[config.mk]
export PLATFORM = sky130hd
export DESIGN_NAME = accept_language_best_tag_picker
export DESIGN_NICKNAME = d
export VERILOG_FILES = /design/src/hw/rtl/albtp_pkg.sv /design/src/hw/rtl/albtp_ctrl.sv /design/src/hw/rtl/albtp_datapath.sv /design/src/hw/rtl/accept_language_best_tag_picker.sv
export SDC_FILE = /design/constraint.sdc
export NUM_CORES = 1
export LEC_CHECK = 0
export ABC_AREA = 1
export BUFFER_PORTS_ARGS = -buffer_cell sky130_fd_sc_hd__buf_2
export CORE_ASPECT_RATIO = 2
export CORE_MARGIN = 2
export CORE_UTILIZATION = 60
export DETAILED_ROUTE_END_ITERATION = 12
export GPL_TIMING_DRIVEN = 0
export PLACE_DENSITY = 0.77
export SYNTH_ARGS = -nofsm -noshare
export SYNTH_HDL_FRONTEND = slang
export SYNTH_SLANG_ARGS = --single-unit
[constraint.sdc]
create_clock -name clk -period 5.4 [get_ports clk]
set_clock_uncertainty 0.1 [all_clocks]
set_input_delay 0.27 -clock clk [delete_from_list [all_inputs] [get_ports clk]]
set_output_delay 0.27 -clock clk [all_outputs]
set_load 0.02 [all_outputs]
[src/hw/rtl/albtp_pkg.sv]
`default_nettype none

package albtp_pkg;

    // Character codes used by the header parser
    localparam logic [7:0] CH_COMMA = 8'h2C;
    localparam logic [7:0] CH_SEMI  = 8'h3B;
    localparam logic [7:0] CH_Q     = 8'h71;
    localparam logic [7:0] CH_EQ    = 8'h3D;
    localparam logic [7:0] CH_DOT   = 8'h2E;
    localparam logic [7:0] CH_PLUS  = 8'h2B;
    localparam logic [7:0] CH_DASH  = 8'h2D;
    localparam logic [7:0] CH_UNDER = 8'h5F;
    localparam logic [7:0] CH_STAR  = 8'h2A;
    localparam logic [7:0] CH_SPACE = 8'h20;
    localparam logic [7:0] CH_TAB   = 8'h09;
    localparam logic [7:0] CH_CR    = 8'h0D;
    localparam logic [7:0] CH_UP_A  = 8'h41;
    localparam logic [7:0] CH_UP_Z  = 8'h5A;
    localparam logic [7:0] CH_ZERO  = 8'h30;
    localparam logic [7:0] CH_NINE  = 8'h39;
    localparam logic [7:0] CASE_BIT = 8'h20;

    // Quality of 1.0 in thousandths
    localparam logic [9:0] Q_FULL = 10'd1000;

    // One header byte transaction
    typedef struct packed {
        logic [7:0] hdr_byte;
        logic       end_of_header;
    } in_item_t;

    // One result transaction
    typedef struct packed {
        logic       status;
        logic [7:0] tag_byte;
        logic       byte_valid;
        logic       last;
    } out_item_t;

    // Controller to datapath commands
    typedef struct packed {
        logic take;
        logic close;
        logic load;
        logic clear;
    } ctl_cmd_t;

    // Datapath to controller status
    typedef struct packed {
        logic emit_last;
    } dp_status_t;

    // Fold case and map dash to underscore
    function automatic logic [7:0] norm_byte(input logic [7:0] b);
        logic [7:0] r;
        r = b;
        if (b >= CH_UP_A && b <= CH_UP_Z) begin
            r = b | CASE_BIT;
        end
        if (b == CH_DASH) begin
            r = CH_UNDER;
        end
        return r;
    endfunction

    // Whitespace and star never reach the parser
    function automatic logic is_dropped(input logic [7:0] b);
        return (b == CH_SPACE) || (b >= CH_TAB && b <= CH_CR) || (b == CH_STAR);
    endfunction

    // Place weight of the n-th fraction digit
    function automatic logic [6:0] frac_weight(input logic [1:0] n);
        logic [6:0] w;
        case (n)
            2'd0:    w = 7'd100;
            2'd1:    w = 7'd10;
            default: w = 7'd1;
        endcase
        return w;
    endfunction

endpackage

`default_nettype wire

[src/hw/rtl/albtp_ctrl.sv]
`default_nettype none

module albtp_ctrl (
    input  logic                   clk,
    input  logic                   rst_n,
    input  logic                   hdr_valid,
    input  logic                   hdr_end,
    output logic                   hdr_stall,
    output logic                   res_valid,
    input  logic                   res_stall,
    output albtp_pkg::ctl_cmd_t    cmd,
    input  albtp_pkg::dp_status_t  sts
);
    import albtp_pkg::*;

    typedef enum logic [1:0] {
        S_IN,
        S_CLOSE,
        S_EMIT
    } state_t;

    state_t state_reg, state_next;
    logic   res_valid_reg, res_valid_next;
    logic   slot_free;

    // Sequence header intake, final close and result burst
    always_comb
    begin
        slot_free      = !res_valid_reg || !res_stall;
        state_next     = state_reg;
        res_valid_next = res_valid_reg && res_stall;
        cmd            = '0;
        case (state_reg)
            S_IN:
            begin
                cmd.take = hdr_valid;
                if (hdr_valid && hdr_end) begin
                    state_next = S_CLOSE;
                end
            end
            S_CLOSE:
            begin
                cmd.close  = 1'b1;
                state_next = S_EMIT;
            end
            S_EMIT:
            begin
                if (slot_free) begin
                    cmd.load       = 1'b1;
                    res_valid_next = 1'b1;
                    if (sts.emit_last) begin
                        cmd.clear  = 1'b1;
                        state_next = S_IN;
                    end
                end
            end
            default:
            begin
                state_next = S_IN;
            end
        endcase
    end

    // Hold state and output valid
    always_ff @(posedge clk or negedge rst_n)
    begin
        if (!rst_n) begin
            state_reg     <= S_IN;
            res_valid_reg <= 1'b0;
        end else begin
            state_reg     <= state_next;
            res_valid_reg <= res_valid_next;
        end
    end

    assign hdr_stall = (state_reg != S_IN);
    assign res_valid = res_valid_reg;

    a_close_then_emit: assert property (@(posedge clk) disable iff (!rst_n)
        cmd.close |=> (state_reg == S_EMIT))
        else $error("close not followed by emit");

    a_last_reopens: assert property (@(posedge clk) disable iff (!rst_n)
        (cmd.load && sts.emit_last) |=> (!hdr_stall && res_valid))
        else $error("burst end did not reopen intake");

    a_load_only_free: assert property (@(posedge clk) disable iff (!rst_n)
        cmd.load |-> (!res_valid || !res_stall))
        else $error("result loaded over a stalled transaction");

endmodule

`default_nettype wire

[src/hw/rtl/albtp_datapath.sv]
`default_nettype none

module albtp_datapath #(
    parameter int MAX_TAGS  = 16,
    parameter int TAG_LIMIT = 18
) (
    input  logic                   clk,
    input  logic                   rst_n,
    input  logic [7:0]             hdr_byte,
    input  albtp_pkg::ctl_cmd_t    cmd,
    output albtp_pkg::dp_status_t  sts,
    output albtp_pkg::out_item_t   res_data
);
    import albtp_pkg::*;

    localparam int DEPTH = TAG_LIMIT - 1;
    localparam int IDX_W = (DEPTH > 1) ? $clog2(DEPTH) : 1;
    localparam int LEN_W = $clog2(TAG_LIMIT + 1);
    localparam int CNT_W = $clog2(MAX_TAGS + 1);

    typedef enum logic [2:0] {
        PH_TEXT,
        PH_SEMI,
        PH_Q,
        PH_EQ,
        PH_INT,
        PH_DOT,
        PH_FRAC,
        PH_SKIP
    } phase_t;

    // Two tag banks: one holds the best tag, the other takes the open tag
    logic [7:0]       store0_reg [DEPTH];
    logic [7:0]       store1_reg [DEPTH];
    logic             bank_reg, bank_next;

    logic [LEN_W-1:0] tok_len_reg, tok_len_next;
    phase_t           phase_reg, phase_next;
    logic [9:0]       q_reg, q_next;
    logic [1:0]       fd_reg, fd_next;
    logic [LEN_W-1:0] best_len_reg, best_len_next;
    logic [9:0]       best_q_reg, best_q_next;
    logic [CNT_W-1:0] cnt_reg, cnt_next;
    logic [IDX_W-1:0] idx_reg, idx_next;
    out_item_t        res_reg;

    logic [7:0]       b;
    logic             digit;
    logic [3:0]       dval;
    logic [10:0]      frac_sum;
    logic             do_close;
    logic             nonempty;
    logic             wr_en;
    logic [IDX_W-1:0] wr_idx;
    logic [7:0]       rd_byte;
    logic             fail;
    out_item_t        item;

    // Parse one normalized byte and close tags
    always_comb
    begin
        b             = norm_byte(hdr_byte);
        digit         = (b >= CH_ZERO) && (b <= CH_NINE);
        dval          = digit ? 4'(b - CH_ZERO) : 4'd0;
        frac_sum      = {1'b0, q_reg} + (11'(dval) * 11'(frac_weight(fd_reg)));
        tok_len_next  = tok_len_reg;
        phase_next    = phase_reg;
        q_next        = q_reg;
        fd_next       = fd_reg;
        best_len_next = best_len_reg;
        best_q_next   = best_q_reg;
        cnt_next      = cnt_reg;
        bank_next     = bank_reg;
        wr_en         = 1'b0;
        wr_idx        = tok_len_reg[IDX_W-1:0];
        do_close      = cmd.close;
        nonempty      = (tok_len_reg != '0) || (phase_reg != PH_TEXT);

        if (cmd.take && !is_dropped(b)) begin
            if (b == CH_COMMA) begin
                do_close = 1'b1;
            end else begin
                case (phase_reg)
                    PH_TEXT:
                    begin
                        if (b == CH_SEMI) begin
                            phase_next = PH_SEMI;
                        end else begin
                            wr_en = (tok_len_reg < LEN_W'(DEPTH));
                            if (tok_len_reg < LEN_W'(TAG_LIMIT)) begin
                                tok_len_next = tok_len_reg + LEN_W'(1);
                            end
                        end
                    end
                    PH_SEMI:
                    begin
                        phase_next = (b == CH_Q) ? PH_Q : PH_SKIP;
                    end
                    PH_Q:
                    begin
                        phase_next = (b == CH_EQ) ? PH_EQ : PH_SKIP;
                    end
                    PH_EQ:
                    begin
                        if (digit) begin
                            q_next     = (dval != 4'd0) ? Q_FULL : 10'd0;
                            fd_next    = 2'd0;
                            phase_next = PH_INT;
                        end else if (b == CH_DOT) begin
                            fd_next    = 2'd0;
                            phase_next = PH_DOT;
                        end else if (b == CH_PLUS && fd_reg == 2'd0) begin
                            fd_next = 2'd1;
                        end else begin
                            fd_next    = 2'd0;
                            phase_next = PH_SKIP;
                        end
                    end
                    PH_INT:
                    begin
                        if (digit) begin
                            if (dval != 4'd0) begin
                                q_next = Q_FULL;
                            end
                        end else if (b == CH_DOT) begin
                            phase_next = PH_FRAC;
                        end else begin
                            phase_next = PH_SKIP;
                        end
                    end
                    PH_DOT:
                    begin
                        if (digit) begin
                            // First fraction digit starts from zero
                            q_next     = 10'(dval) * 10'(frac_weight(2'd0));
                            fd_next    = 2'd1;
                            phase_next = PH_FRAC;
                        end else begin
                            phase_next = PH_SKIP;
                        end
                    end
                    PH_FRAC:
                    begin
                        if (digit) begin
                            if (fd_reg < 2'd3) begin
                                q_next  = (frac_sum > {1'b0, Q_FULL}) ? Q_FULL
                                                                       : frac_sum[9:0];
                                fd_next = fd_reg + 2'd1;
                            end
                        end else begin
                            phase_next = PH_SKIP;
                        end
                    end
                    default:
                    begin
                        phase_next = PH_SKIP;
                    end
                endcase
            end
        end

        // Close the open tag: compete, then reset the tag state
        if (do_close) begin
            if (nonempty && tok_len_reg < LEN_W'(TAG_LIMIT)
                && cnt_reg < CNT_W'(MAX_TAGS)) begin
                if (cnt_reg == '0 || q_reg > best_q_reg) begin
                    bank_next     = !bank_reg;
                    best_len_next = tok_len_reg;
                    best_q_next   = q_reg;
                end
                cnt_next = cnt_reg + CNT_W'(1);
            end
            tok_len_next = '0;
            phase_next   = PH_TEXT;
            q_next       = Q_FULL;
            fd_next      = 2'd0;
        end

        // Drop the parse state, best tag and tag count for the next header
        if (cmd.clear) begin
            tok_len_next  = '0;
            phase_next    = PH_TEXT;
            q_next        = Q_FULL;
            fd_next       = 2'd0;
            best_len_next = '0;
            best_q_next   = 10'd0;
            cnt_next      = '0;
        end
    end

    // Build the next result transaction
    always_comb
    begin
        rd_byte         = bank_reg ? store1_reg[idx_reg] : store0_reg[idx_reg];
        fail            = (cnt_reg == '0) || (best_len_reg == '0);
        item.status     = (cnt_reg == '0);
        item.tag_byte   = fail ? 8'd0 : rd_byte;
        item.byte_valid = !fail;
        item.last       = fail || ((LEN_W'(idx_reg) + LEN_W'(1)) == best_len_reg);
        sts.emit_last   = item.last;
        idx_next        = idx_reg;
        if (cmd.clear) begin
            idx_next = '0;
        end else if (cmd.load) begin
            idx_next = idx_reg + IDX_W'(1);
        end
    end

    // Hold control state
    always_ff @(posedge clk or negedge rst_n)
    begin
        if (!rst_n) begin
            tok_len_reg  <= '0;
            phase_reg    <= PH_TEXT;
            q_reg        <= Q_FULL;
            fd_reg       <= 2'd0;
            best_len_reg <= '0;
            best_q_reg   <= 10'd0;
            cnt_reg      <= '0;
            bank_reg     <= 1'b0;
            idx_reg      <= '0;
        end else begin
            tok_len_reg  <= tok_len_next;
            phase_reg    <= phase_next;
            q_reg        <= q_next;
            fd_reg       <= fd_next;
            best_len_reg <= best_len_next;
            best_q_reg   <= best_q_next;
            cnt_reg      <= cnt_next;
            bank_reg     <= bank_next;
            idx_reg      <= idx_next;
        end
    end

    // Write tag bytes into the bank not holding the best tag; load results
    always_ff @(posedge clk)
    begin
        if (wr_en) begin
            if (bank_reg) begin
                store0_reg[wr_idx] <= b;
            end else begin
                store1_reg[wr_idx] <= b;
            end
        end
        if (cmd.load) begin
            res_reg <= item;
        end
    end

    assign res_data = res_reg;

    a_best_len_ok: assert property (@(posedge clk) disable iff (!rst_n)
        best_len_reg < LEN_W'(TAG_LIMIT))
        else $error("best tag longer than the store");

    a_count_ok: assert property (@(posedge clk) disable iff (!rst_n)
        cnt_reg <= CNT_W'(MAX_TAGS))
        else $error("accepted tag count overflow");

    a_idx_in_tag: assert property (@(posedge clk) disable iff (!rst_n)
        (cmd.load && !fail) |-> (LEN_W'(idx_reg) < best_len_reg))
        else $error("emit index past the best tag");

endmodule

`default_nettype wire

[src/hw/rtl/accept_language_best_tag_picker.sv]
`default_nettype none

// Accept-Language best tag picker. Header bytes come in on the hdr channel one
// transaction per cycle while hdr_stall is low; letters are folded to lower
// case, blanks and '*' are dropped and '-' becomes '_'. Commas split tags,
// ';q=' gives the quality in thousandths, and the first MAX_TAGS tags shorter
// than TAG_LIMIT bytes compete (highest quality wins, earliest on a tie). The
// byte flagged end_of_header is followed by a close of the last tag and then
// a burst of one result per chosen tag byte (or a single failure or empty-tag
// result), one per cycle while res_stall is low. From the close until the
// burst ends hdr_stall is high. Two register banks of TAG_LIMIT-1 bytes swap
// roles when a better tag closes, so tag bytes are never copied.
module accept_language_best_tag_picker #(
    parameter int MAX_TAGS  = 16,
    parameter int TAG_LIMIT = 18
) (
    input  logic                  clk,
    input  logic                  rst_n,
    input  logic                  hdr_valid,
    output logic                  hdr_stall,
    input  albtp_pkg::in_item_t   hdr_data,
    output logic                  res_valid,
    input  logic                  res_stall,
    output albtp_pkg::out_item_t  res_data
);
    import albtp_pkg::*;

    ctl_cmd_t   cmd;
    dp_status_t sts;

    albtp_ctrl u_ctrl (
        .clk       (clk),
        .rst_n     (rst_n),
        .hdr_valid (hdr_valid),
        .hdr_end   (hdr_data.end_of_header),
        .hdr_stall (hdr_stall),
        .res_valid (res_valid),
        .res_stall (res_stall),
        .cmd       (cmd),
        .sts       (sts)
    );

    albtp_datapath #(
        .MAX_TAGS  (MAX_TAGS),
        .TAG_LIMIT (TAG_LIMIT)
    ) u_datapath (
        .clk      (clk),
        .rst_n    (rst_n),
        .hdr_byte (hdr_data.hdr_byte),
        .cmd      (cmd),
        .sts      (sts),
        .res_data (res_data)
    );

endmodule

`default_nettype wire
# After elaboration in Yosys (flattened, before gate mapping)
# Memory sizes are Yosys's and may differ from the RTL's.
# Cells that the tools add are included.
[totals]
reg_bits = 60
latch_bits = 0
ram_bits = 272
rom_bits = 0
inputBits = 13
out_inout_bits = 13
elab_cells = 205
mem_count = 2
[classes]
n_addsub = 6
n_mul = 2
div = 0
order_cmp = 12
n_eq_ne = 34
shifts = 0
mux = 87
bitwise = 0
n_reduce_logical = 47
[memory_table]
columns = ["memory", "depth", "width", "read_ports", "rd_ports_with_merged_regs", "write_ports", "line_no", "text"]
rows = [
  ["u_datapath.store0_reg", 17, 8, 1, 0, 1, "albtp_datapath.sv:33", "logic [7:0] store0_reg [DEPTH];"],
  ["u_datapath.store1_reg", 17, 8, 1, 0, 1, "albtp_datapath.sv:34", "logic [7:0] store1_reg [DEPTH];"],
]
[op_table]
columns = ["op", "n"]
rows = [
  ["10-bit two-way mux", 16],
  ["5-bit two-way mux", 16],
  ["8-bit by 6-bit equality test with 1-bit output (second input constant)", 8],
  ["10-bit case mux with 4 select lines", 1],
  ["3-bit two-way mux", 12],
  ["2-bit two-way mux", 14],
  ["4-bit by 2-bit inequality test with 1-bit output (second input constant)", 7],
  ["3-bit case mux with 7 select lines", 1],
  ["1-bit two-way mux", 20],
  ["8-bit two-way mux", 2],
  ["5-bit by 1-bit adder with 5-bit output (second input constant)", 3],
  ["5-bit less-than comparator (second input constant)", 3],
  ["7-bit case mux with 2 select lines", 1],
  ["2-bit case mux with 3 select lines", 2],
  ["6-bit AND reduction", 2],
  ["3-bit nonzero test", 4],
  ["10-bit by 11-bit adder with 11-bit output", 1],
  ["11-bit by 10-bit > comparator with 1-bit output (second input constant)", 1],
  ["4-bit by 7-bit multiplier with 11-bit output", 1],
  ["10-bit > comparator", 1],
  ["5-bit logical NOT", 2],
  ["2-bit nonzero test", 5],
  ["5-bit nonzero test", 2],
  ["3-bit equality test (second input constant)", 3],
  ["34 further kinds", 60],
]

# Depth between registers and ports, before layout
[depth]
ltp_word = 18
mapped_depth = 38
ltp_nobuf = 38

# By module
# Synthesis repeated with hierarchy kept, for this count alone.
[hier_totals]
hier_cells = 1510
area_unflattened_um2 = 15977.8
[modules_own_cells]
columns = ["module", "n_inst", "cells_per_inst", "area_per_inst_um2", "seq_area_each_um2"]
rows = [
  ["albtp_datapath", 1, 1488, 15818.9, 9656.8],
  ["albtp_ctrl", 1, 22, 158.9, 75.1],
]

# Worst setup path before layout
# No wires, ideal clock.
[synth_path]
path_kind = "input to register"
start = "input port hdr_data[3] (netlist name)"
end = "register u_datapath.q_reg[4]"
setup_ns = 0.065
arrival_time_ns = 4.866
required_time_ns = 5.235
setup_slack_ns = 0.369
stages = 30
path_buffers = 0
path_cell_list = "nand2_1 -> inv_1 -> nand4_4 -> nand2_4 -> nor2_1 -> nand2_1 -> nand2_1 -> inv_1 -> nor2_1 -> nand2_1 -> nor2_1 -> inv_1 -> fa_1 -> fa_1 -> fa_1 -> inv_1 -> ha_1 -> a21oi_1 -> nor2_1 -> o21ai_0 -> nand3_1 -> xor2_1 -> nand2_1 -> inv_1 -> nand2_1 -> nand2_1 -> inv_1 -> nor2_1 -> nand3_1 -> nand2_1"
[synth_between]
word_cells_on_any_way = 47
cone_classes = "add/sub (2); mul (2); order compare (7); eq/ne (11); mux (14); reduce/logical (11)"
[synth_rtl]
columns = ["element", "line_no", "text"]
rows = [
  ["start: declaration", "accept_language_best_tag_picker.sv:21", "input albtp_pkg::in_item_t hdr_data,"],
  ["8-bit by 6-bit equality test with 1-bit output *", "albtp_pkg.sv:61", "if (b == CH_DASH) begin"],
  ["8-bit two-way mux *", "albtp_pkg.sv:61", ""],
  ["named net u_datapath.b[1]", "albtp_datapath.sv:47", "logic [7:0] b;"],
  ["8-bit by 6-bit greater-or-equal comparator with 1-bit output / 8-bit by 6-bit less-or-equal comparator with 1-bit output (equally long branches)", "albtp_datapath.sv:63", "digit = (b >= CH_ZERO) && (b <= CH_NINE);"],
  ["1-bit logical AND", "albtp_datapath.sv:63", ""],
  ["4-bit two-way mux", "albtp_datapath.sv:64", "dval = digit ? 4'(b - CH_ZERO) : 4'd0;"],
  ["4-bit by 7-bit multiplier with 11-bit output", "albtp_datapath.sv:65", "frac_sum = {1'b0, q_reg} + (11'(dval) * 11'(frac_weight(fd_reg)));"],
  ["10-bit by 11-bit adder with 11-bit output", "albtp_datapath.sv:65", ""],
  ["11-bit by 10-bit > comparator with 1-bit output", "albtp_datapath.sv:146", "q_next = (frac_sum > {1'b0, Q_FULL}) ? Q_FULL"],
  ["10-bit two-way mux", "albtp_datapath.sv:146", ""],
  ["10-bit two-way mux", "albtp_datapath.sv:145", "if (fd_reg < 2'd3) begin"],
  ["10-bit two-way mux", "albtp_datapath.sv:144", "if (digit) begin"],
  ["10-bit case mux with 4 select lines", "albtp_datapath.sv:83", "case (phase_reg)"],
  ["10-bit two-way mux", "albtp_datapath.sv:80", "if (b == CH_COMMA) begin"],
  ["10-bit two-way mux", "albtp_datapath.sv:79", "if (cmd.take && !is_dropped(b)) begin"],
  ["10-bit two-way mux", "albtp_datapath.sv:163", "if (do_close) begin"],
  ["10-bit two-way mux", "albtp_datapath.sv:180", "if (cmd.clear) begin"],
  ["end signal: assignment", "albtp_datapath.sv:225", "q_reg <= q_next;"],
  ["end: declaration", "albtp_datapath.sv:39", "logic [9:0] q_reg, q_next;"],
]
# Mark *: on every way through the listed nets, which the timed path passes. The rest lies on a longest branch. The select of a mux whose other input is x is not followed.
# A chain may end at the register's enable or synchronous reset.

# Final worst setup path
[layout_path]
start = "input port hdr_data[1] (netlist name)"
end = "register u_datapath.q_reg[4]"
# The elaborated chain is that of the path after synthesis.

==> reports/qor.csv <==
stage,metric,value,unit
routing,vias,12400,
timing,setup_viol,0,
critical_path,cp.arrival,5.40,ns
power,power_leakage,6.71,nW
logic_synthesis,synth_most_common_cell,edfxtp_1,
die,die_y,235,um
critical_path,end_kind,flop,
global_route,overflow,0,
logic_synthesis,synth_edf_count,283,
cells_and_area,drive_gt1_frac,0.0931,
logic_synthesis,synth_top_area_share,0.530,
cells_and_area,final_nets,1703,
routing,antenna_left,0,
die,die_w,120,um
timing,post-route-period-util,0.927,
clocking,root_buffer,clkbuf_16,
cells_and_area,stdcell_count,1988,
logic_synthesis,synthCells,1551,
routing,routedWlPerCell,24.7,um
die,rows,84,
clocking,cts_max_path_buffers,3,
global_route,grt_pass1_wl,71600,um
logic_synthesis,synth_area_leader_cell,edfxtp_1,
routing,first_pass_iters,6,
logic_synthesis,synth-seq-cells,332,
critical_path,slowest_stage,fa_1,
die,die_area,0.0281,sq mm
cells_and_area,fillers,1992,
logic_synthesis,async_flop_share,0.148,
die,io_pins,26,
outcome,status,"complete, no violations",
global_route,grt_start_max_net_pins,50,
cells_and_area,area_growth,10.7,%
logic_synthesis,ys_warn_count,0,
clocking,cts_made_buffers,28,
critical_path,cp_max_fo,21,
cells_and_area,fin_area,0.0178,sq mm
logic_synthesis,synth_area_per_cell,10.3,sq um
timing,tightest_slew,1.44,ns
logic_synthesis,yosys_most_used_dff,edfxtp_1,
timing,hold_viol_final,0,
job,cap_violations,0,
cells_and_area,antennaDiodeCount,0,
placed_design,dp_hpwl,35500,um
placed_design,port_buffers,25,
timing,finalCriticalPeriod,5.01,ns
clocking,htree_levels,1,
critical_path,crit_required,5.79,ns
critical_path,crit_path_max_incr_delay,0.50,ns
critical_path,crit_path_start_kind,input port,
clocking,cts.clk_slew.worst_paths,0.07,ns
die,coreArea,0.0263,sq mm
routing,drc,0,
routing,drt_iter0_drc,1380,
timing,fmax,0.200,GHz
timing,rsz0062_at_grt,false,
logic_synthesis,ys_seq_area_frac,0.607,
clocking,clock-sinks,332,
logic_synthesis,syn-cell-area,0.0160,sq mm
logic_synthesis,synth_cell_types,44,
clocking,clock_latency,0.57,ns
routing,vias_per_cell,6.22,
critical_path,worst_path_most_repeated_cell,nand2_1,
placed_design,dpl_cell_area,0.0166,sq mm
global_route,track_usage,0.347,
power,powerDensity,458,mW/mm^2
placed_design,dp_cells,1920,
logic_synthesis,synth_area_leaders,"edfxtp_1 53%, dfrtp_1 6.7%, nor2_1 6.4%",
logic_synthesis,syn_nets,1632,
die,start_util,0.610,
logic_synthesis,synthTopCellsByCount,"283 x edfxtp_1, 272 x nor2_1, 194 x o21ai_0",
critical_path,critical_path_class,in -> reg,
placed_design,gp_congestion,1.04,
clocking,cts_tree,yes,
min_path,hold_path.class,in -> reg,
global_route,antenna_found_initial,0,
timing,slew-limit-headroom,0.0377,
timing,slew_violations,0,
routing,wl,49100,um
power,peakVddDrop,0.312,mV
global_route,grt_pass1_vias,12500,
==> per-layer routing <==
metal / wire, um / GRT usage / vias up
met3: 3280 / 0.0458 / 227
met1: 14700 / 0.329 / 5897
met2: 26100 / 0.642 / 694
met5: 0 / 0 / -
met4: 5070 / 0.293 / 0
li1: - / - / 5542
==> critical path, delay by kind of cell <==
kind	cells	cell delay (ns)
and+or+nand+nor	18	2.31
adders and majority gates	4	1.68
buffers and inverters	8	0.77
xor gates and xnor gates	1	0.22
AOI/OAI and AO/OA	1	0.12
==> timing repair <==
item | CTS | global route
setup buffers | 0 | 11
resized for setup | 9 | 21
gates cloned | 0 | 1
setup endpoints to repair | 10 | 10
pin swaps | 0 | 6
hold buffers | 4 | 0
hold endpoints to repair | 46 | 0
==> cell type report <==
cell class,instances,area (sq um),area share
Buffer,70,308,0.0173
Clock inverter,13,134,0.00754
Sequential cell,332,9730,0.548
Timing Repair Buffer,40,248,0.0140
Tap cell,344,430,0.0242
Clock buffer,39,763,0.0430
Multi-Input combinational cell,1008,5600,0.315
Inverter,142,537,0.0302
==> power breakdown <==
part | switching (mW) | internal [mW]
Clock | 0.928 | 1.09
Sequential | 0.111 | 2.97
Combinational | 2.23 | 0.789
==> worst paths after layout <==
path / startpoint / endpoint / slack, ns / depth (start not counted)
worst max-delay path: hdr_data[1] / u_datapath.q_reg[4]$_DFFE_PN0P_ / 0.39 / 32
worst min-delay path: hdr_data[5] / u_datapath.phase_reg[2]$_DFFE_PN0P_ / 0.29 / 8
worst max register to register: u_datapath.fd_reg[0]$_DFFE_PN0P_ / u_datapath.q_reg[6]$_DFFE_PN1P_ / 0.60 / 25
worst min register to register: u_datapath.q_reg[8]$_DFFE_PN1P_ / u_datapath.q_reg[8]$_DFFE_PN1P_ / 0.37 / 2
max in group asynchronous: rst_n / u_datapath.phase_reg[1]$_DFFE_PN0P_ / 4.07 / 2
min in group asynchronous: rst_n / u_datapath.best_q_reg[8]$_DFFE_PN0P_ / 0.39 / 2
==> logic make-up after synthesis <==
kind of cell	share of synthesized area
buffers and inverters	0.0521
AOI/OAI and AO/OA	0.117
DFF	0.607
xor gates and xnor gates	0.00655
and+or+nand+nor	0.157
adders and majority gates	0.0601
==> per-stage QoR <==
stage          worst slack (ns)  hold WS (ns)  total power [mW]  TNS, ns   util
6_report                  0.394         0.289              8.13        0  0.676
2_1_floorplan             0.369        -0.126              4.93        0      -
3_3_place_gp             -0.879         0.363              5.97    -7.16  0.631
3_5_place_dp             -0.944         0.364              6.03    -7.75  0.632
5_1_grt                  0.0116         0.333              8.43        0  0.676
4_1_cts                  0.0172         0.263              8.03        0  0.669
==> cell usage in the layout, fill, tap and decap left out, types with 29 or more instances in the layout <==
| cell type | n |
|---|---|
| edfxtp_1 | 283 |
| nor2_1 | 261 |
| o21ai_0 | 194 |
| nand2_1 | 180 |
| inv_1 | 135 |
| nand3_1 | 72 |
| o22ai_1 | 69 |
| clkbuf_1 | 62 |
| ha_1 | 52 |
| dfrtp_1 | 43 |
| buf_2 | 33 |
| clkbuf_16 | 29 |
Power figures use the tool's default switching activity.
